$ cat src/rtl/sphe_pkg.sv
// sphe_pkg: shared types, codes and constants of the substring hash engine.
// No dependencies; imported by every module of the block.
package sphe_pkg;

    localparam int MAX_LEN_DEF = 4096;
    localparam int VAL_W       = 31;
    localparam int IDX_W       = 12;
    localparam int PROD_W      = 2 * VAL_W;
    localparam int STEP_W      = 6;

    localparam logic [1:0] MODE_APPEND = 2'd0;
    localparam logic [1:0] MODE_QUERY  = 2'd1;
    localparam logic [1:0] MODE_CLEAR  = 2'd2;

    localparam logic [1:0] ST_OK     = 2'd0;
    localparam logic [1:0] ST_EMPTY  = 2'd1;
    localparam logic [1:0] ST_BEYOND = 2'd2;
    localparam logic [1:0] ST_FULL   = 2'd3;

    localparam logic [1:0] REG_BASE  = 2'd0;
    localparam logic [1:0] REG_MOD_A = 2'd1;
    localparam logic [1:0] REG_MOD_B = 2'd2;

    localparam logic [VAL_W-1:0] BASE_RST  = 31'd333;
    localparam logic [VAL_W-1:0] MOD_A_RST = 31'd1000000007;
    localparam logic [VAL_W-1:0] MOD_B_RST = 31'd1000003777;

    localparam logic [1:0] RD_APPEND = 2'd0;
    localparam logic [1:0] RD_RIGHT  = 2'd1;
    localparam logic [1:0] RD_LEFT   = 2'd2;

    typedef struct packed {
        logic [1:0]       mode;
        logic [7:0]       char_code;
        logic [IDX_W-1:0] left_index;
        logic [IDX_W-1:0] right_index;
    } item_t;

    typedef struct packed {
        logic [VAL_W-1:0] hash_a;
        logic [VAL_W-1:0] hash_b;
        logic [1:0]       status;
    } result_t;

    typedef struct packed {
        logic       load_item;
        logic [1:0] rd_sel;
        logic       cap_op;
        logic       mul1;
        logic       mul2;
        logic       red_start;
        logic       save_y;
        logic       mem_wr;
        logic       len_inc;
        logic       len_clr;
        logic       out_load;
        logic       out_hash;
        logic [1:0] out_status;
    } ctrl_cmd_t;

    typedef struct packed {
        logic is_append;
        logic is_query;
        logic is_clear;
        logic full;
        logic empty_range;
        logic beyond;
        logic red_done;
        logic out_busy;
    } dp_status_t;

endpackage

$ cat src/rtl/sphe_ctrl.sv
// sphe_ctrl: sequencer of the hash engine; issues datapath commands.
// Uses sphe_pkg.
module sphe_ctrl (
    input  logic                   clk,
    input  logic                   rst_n,
    input  logic                   item_valid,
    output logic                   item_ready,
    input  sphe_pkg::dp_status_t   st,
    output sphe_pkg::ctrl_cmd_t    cmd
);
    import sphe_pkg::*;

    localparam logic [3:0] S_IDLE   = 4'd0;
    localparam logic [3:0] S_DECODE = 4'd1;
    localparam logic [3:0] S_RD1    = 4'd2;
    localparam logic [3:0] S_RD2    = 4'd3;
    localparam logic [3:0] S_MUL1   = 4'd4;
    localparam logic [3:0] S_RED1S  = 4'd5;
    localparam logic [3:0] S_RED1W  = 4'd6;
    localparam logic [3:0] S_MUL2   = 4'd7;
    localparam logic [3:0] S_RED2S  = 4'd8;
    localparam logic [3:0] S_RED2W  = 4'd9;
    localparam logic [3:0] S_FIN    = 4'd10;

    logic [3:0] state_reg;
    logic [3:0] state_next;

    assign item_ready = (state_reg == S_IDLE) && !st.out_busy;

    always_comb
    begin
        cmd        = '0;
        state_next = state_reg;
        unique case (state_reg)
            S_IDLE:
            begin
                if (item_valid && item_ready)
                begin
                    cmd.load_item = 1'b1;
                    state_next    = S_DECODE;
                end
            end
            S_DECODE:
            begin
                priority if (st.is_append && st.full)
                begin
                    cmd.out_load   = 1'b1;
                    cmd.out_status = ST_FULL;
                    state_next     = S_IDLE;
                end
                else if (st.is_query && st.empty_range)
                begin
                    cmd.out_load   = 1'b1;
                    cmd.out_status = ST_EMPTY;
                    state_next     = S_IDLE;
                end
                else if (st.is_query && st.beyond)
                begin
                    cmd.out_load   = 1'b1;
                    cmd.out_status = ST_BEYOND;
                    state_next     = S_IDLE;
                end
                else if (st.is_append || st.is_query)
                begin
                    state_next = S_RD1;
                end
                else
                begin
                    cmd.out_load   = 1'b1;
                    cmd.out_status = ST_OK;
                    cmd.len_clr    = st.is_clear;
                    state_next     = S_IDLE;
                end
            end
            S_RD1:
            begin
                cmd.rd_sel = st.is_append ? RD_APPEND : RD_RIGHT;
                state_next = st.is_append ? S_MUL1 : S_RD2;
            end
            S_RD2:
            begin
                cmd.rd_sel = RD_LEFT;
                cmd.cap_op = 1'b1;
                state_next = S_MUL1;
            end
            S_MUL1:
            begin
                cmd.mul1   = 1'b1;
                state_next = S_RED1S;
            end
            S_RED1S:
            begin
                cmd.red_start = 1'b1;
                state_next    = S_RED1W;
            end
            S_RED1W:
            begin
                if (st.red_done)
                begin
                    cmd.save_y = 1'b1;
                    state_next = S_MUL2;
                end
            end
            S_MUL2:
            begin
                cmd.mul2   = 1'b1;
                state_next = S_RED2S;
            end
            S_RED2S:
            begin
                cmd.red_start = 1'b1;
                state_next    = S_RED2W;
            end
            S_RED2W:
            begin
                if (st.red_done)
                begin
                    state_next = S_FIN;
                end
            end
            S_FIN:
            begin
                cmd.mem_wr     = st.is_append;
                cmd.len_inc    = st.is_append;
                cmd.out_load   = 1'b1;
                cmd.out_hash   = st.is_query;
                cmd.out_status = ST_OK;
                state_next     = S_IDLE;
            end
            default:
            begin
                state_next = S_IDLE;
            end
        endcase
    end

    always_ff @(posedge clk or negedge rst_n)
    begin
        if (!rst_n)
        begin
            state_reg <= S_IDLE;
        end
        else
        begin
            state_reg <= state_next;
        end
    end

endmodule

$ cat config.mk
export PLATFORM = sky130hd
export DESIGN_NAME = sphe_ctrl
export DESIGN_NICKNAME = d
export VERILOG_FILES = /design/src/rtl/sphe_pkg.sv /design/src/rtl/sphe_ctrl.sv
export SDC_FILE = /design/constraint.sdc
export NUM_CORES = 1
export LEC_CHECK = 0
export ABC_AREA = 1
export BUFFER_PORTS_ARGS = -buffer_cell sky130_fd_sc_hd__buf_2
export CORE_AREA = 5 5 42 44
export CTS_CLUSTER_DIAMETER = 30
export DETAILED_ROUTE_END_ITERATION = 8
export DIE_AREA = 0 0 47 49
export GPL_ROUTABILITY_DRIVEN = 0
export GPL_TIMING_DRIVEN = 0
export MAX_ROUTING_LAYER = met4
export SLEW_MARGIN = 20
export SYNTH_ARGS = -nofsm -noshare
export SYNTH_HDL_FRONTEND = slang
export SYNTH_SLANG_ARGS = --single-unit
export TNS_END_PERCENT = 100
$ cat constraint.sdc
create_clock -name clk -period 2.7 [get_ports clk]
set_input_delay 0.405 -clock clk [delete_from_list [all_inputs] [get_ports clk]]
set_output_delay 0.405 -clock clk [all_outputs]
set_load 0.005 [all_outputs]
==> results.tsv <==
stage	metric	value	unit
finish	# nets final	120	
cts	H-Tree Depth	1	
critical_path	endpoint class of the critical path	output pin	
detailed_routing	Via density	4.520	
timing	Slew headroom	81.18	%
synthesis	synth unique cells	18	
cts	Reg clk slew, reported paths	40	ps
cts	worst-case clock buffer depth	2	
cts	worst skew pair latency	230	ps
floorplanning	Die Span Y	49	µm
synthesis	Avg Cell Area, Syn	5.655	µm²
detailed_routing	DRC	0	
timing	Final Skew	0.7837	ps
synthesis	ranking of synthesized cells by area	dfrtp_1, nand2_1, nor2_1, inv_1, nor2_4	
synthesis	number of synthesis warnings	0	
cts	cts repair resizes	0	
critical_path	FF-to-FF Start	state_reg[3]	
critical_path	Bufs and invs on worst path	3	
global_routing	pin count of the biggest net entering global routing	7	
cts	CTS Sinks	4	
finish	area delta synth->final	41.95	%
finish	Util after Layout	44.11	%
power_and_ir_drop	Worst VDD drop	0.0002909	V
timing	WHS	433.0	ps
run_status	run status	complete, no violations	
critical_path	CP Launch Point	state_reg[1]	
detailed_routing	final wirelength	1163	µm
synthesis	Yosys reg bits	4	
timing	final setup fails	0	
synthesis	EDFF count, synth	0	
timing	Final Slew Violations	0	
synthesis	post-synthesis net count	88	
floorplanning	Site Rows	14	
global_routing	initial antenna violation count	0	
critical_path	CP delay by family, top	flip-flops	
finish	layout filler cell count	168	
synthesis	Synth Flop Type	dfrtp_1	
floorplanning	chip width	47	µm
critical_path	WP data arrival	1430	ps
global_routing	grt total ovfl	0	
global_routing	vias in the first global route	498	
flow_run	max-cap violations	0	
synthesis	post-synth top area share	22.99	%
synthesis	count leader, synth	nand2_1	
cts	TritonCTS Buffers	3	
timing	RSZ-0062 raised after global routing	no	
floorplanning	DIE AREA	2303	µm²
power_and_ir_drop	Design Power	0.5332	mW
power_and_ir_drop	PD cells	862.7	nW/µm²
detailed_routing	first drt pass iteration count	4	
place	Detail Placement HPWL	999.2	µm
critical_path	Crit Path Category	reg -> out	
detailed_routing	Final ANT Viol Nets	0	
synthesis	Cell Area, Synth	435.4	µm²
critical_path	startpoint types	flip-flop	
floorplanning	initial core utilization	31.07	%
detailed_routing	via count	556	
cts	CTS tree	built	
detailed_routing	Avg WL per Cell	9.455	µm
place	number of port buffers	26	
worst_hold_path	Hold Crit Start	st[7]	
timing	Setup TNS	0	ps
detailed_routing	Starting DRT DRC Count	10	
power_and_ir_drop	Static Leak	0.4009	nW
synthesis	sequential fraction of the synthesis area	22.99	%
critical_path	crit-path cells	inv_2, nor2_4, nand2_1, nor2_1, buf_4, buf_2	
floorplanning	# IOs	27	
timing	fmax	544.5	MHz
synthesis	synth cell count leaders	nand2_1, nor2_1, inv_1, dfrtp_1, inv_2	
critical_path	Req. time, crit path	2300	ps
timing	Worst-Margin Slew	281.3	ps
timing	Period Utilization, post-route	68.02	%
synthesis	cells after synthesis	77	
finish	max FFs per register	4	
worst_hold_path	Hold/Removal Path Class	in -> reg	
critical_path	CP max stage cell	dfrtp_1	
synthesis	Post-synth ARST share	100.0	%
timing	Final Hold Viols	0	
finish	n_diodes	0	
critical_path	Critical Path Fanout Max	6	
synthesis	area leader, netlist	dfrtp_1	
global_routing	total track usage	11.00	%
global_routing	first-pass GRT wire length	1904	µm
critical_path	slowest stage delay, CP	470	ps
timing	post-layout minimum cycle time	1836	ps
floorplanning	core area	1401	µm²
cts	Root Buffer	clkbuf_4	
finish	layout cells sized above 1	38.32	%
==> path summary, 6_finish.rpt <==
check / to / slack (ps) / depth (start not counted)
max: cmd[6] / 860 / 6
min: state_reg[2] / 430 / 3
max reg2reg: state_reg[1] / 1480 / 6
min reg2reg: state_reg[2] / 620 / 3
max in group asynchronous: state_reg[1] / 2080 / 2
min in group asynchronous: state_reg[2] / 510 / 2
==> stage by stage <==
| step | setup WS [ps] | instances | cell area, µm² |
|---|---|---|---|
| after global routing | 755.4 | 123 | 618.1 |
| after global placement | 1099 | 119 | 585.6 |
| after floorplan | 1300 | 77 | 435.4 |
| after CTS | 850.7 | 123 | 618.1 |
| after detailed placement | 1112 | 119 | 585.6 |
| final | 863.5 | 123 | 618.1 |
==> power by group <==
part           internal (mW)  total [mW]  switching (mW)
Clock                 0.0495      0.0707          0.0212
Sequential            0.0868       0.125          0.0386
Combinational          0.124       0.337           0.213
Total                  0.260       0.533           0.273
==> worst register-to-register path: stages (launching register included) <==
cell and delay (ps):
dfrtp_1 400, nor2_2 240, nand2_1 130, a21oi_1 140, a21oi_1 70, nand2_1 70
nand2_1 50
==> per-layer routing <==
layer / wire [µm] / global-route usage, % / share of wire, % / vias up
met5: 0 / - / 0 / -
met4: 0 / 5.530 / 0 / 0
met3: 125 / 1.107 / 11 / 0
met2: 504 / 14.71 / 43 / 26
met1: 532 / 15.93 / 46 / 232
li1: - / - / - / 298
==> cells in the final DEF (no fill, tap or decap) <==
| cell | count |
|---|---|
| nor2_4 | 3 |
| inv_1 | 10 |
| buf_2 | 26 |
| nand2_1 | 26 |
| o211ai_1 | 1 |
| nor2_2 | 2 |
| a31oi_1 | 1 |
| clkbuf_4 | 3 |
| a21oi_1 | 3 |
| nor2_1 | 13 |
| nand3_1 | 2 |
| dfrtp_1 | 4 |
| dlygate4sd3_1 | 1 |
| nand3_2 | 1 |
| nor3b_1 | 1 |
| o21ai_1 | 1 |
| o21ai_0 | 2 |
| nand2_2 | 1 |
| nor3_1 | 1 |
| buf_4 | 1 |
| inv_2 | 4 |
==> logic make-up (layout without fill, tap and decap cells) <==
logic type,Yosys count,in the layout,synth area share (%)
compound gates,8,8,10.06
buf+inv,15,45,13.79
flops,4,4,22.99
simple gates,50,50,53.16
==> area by class of cell <==
| type | count | area, µm² | area share (%) |
|---|---|---|---|
| inverter | 14 | 52.55 | 8.502 |
| timing repair buffer | 27 | 140.1 | 22.67 |
| sequential | 4 | 100.1 | 16.19 |
| clock buffer | 3 | 22.52 | 3.644 |
| buffer | 1 | 7.507 | 1.215 |
| tap | 16 | 20.02 | 3.239 |
| multi-input combinational | 58 | 275.3 | 44.53 |
==> repair_timing <==
action	CTS	global route
endpoints found under the setup margin	0	0
setup buffers	0	0
endpoints found under the hold margin	4	0
hold buffers	1	0
No activity file was read; power rests on OpenSTA's default activity.
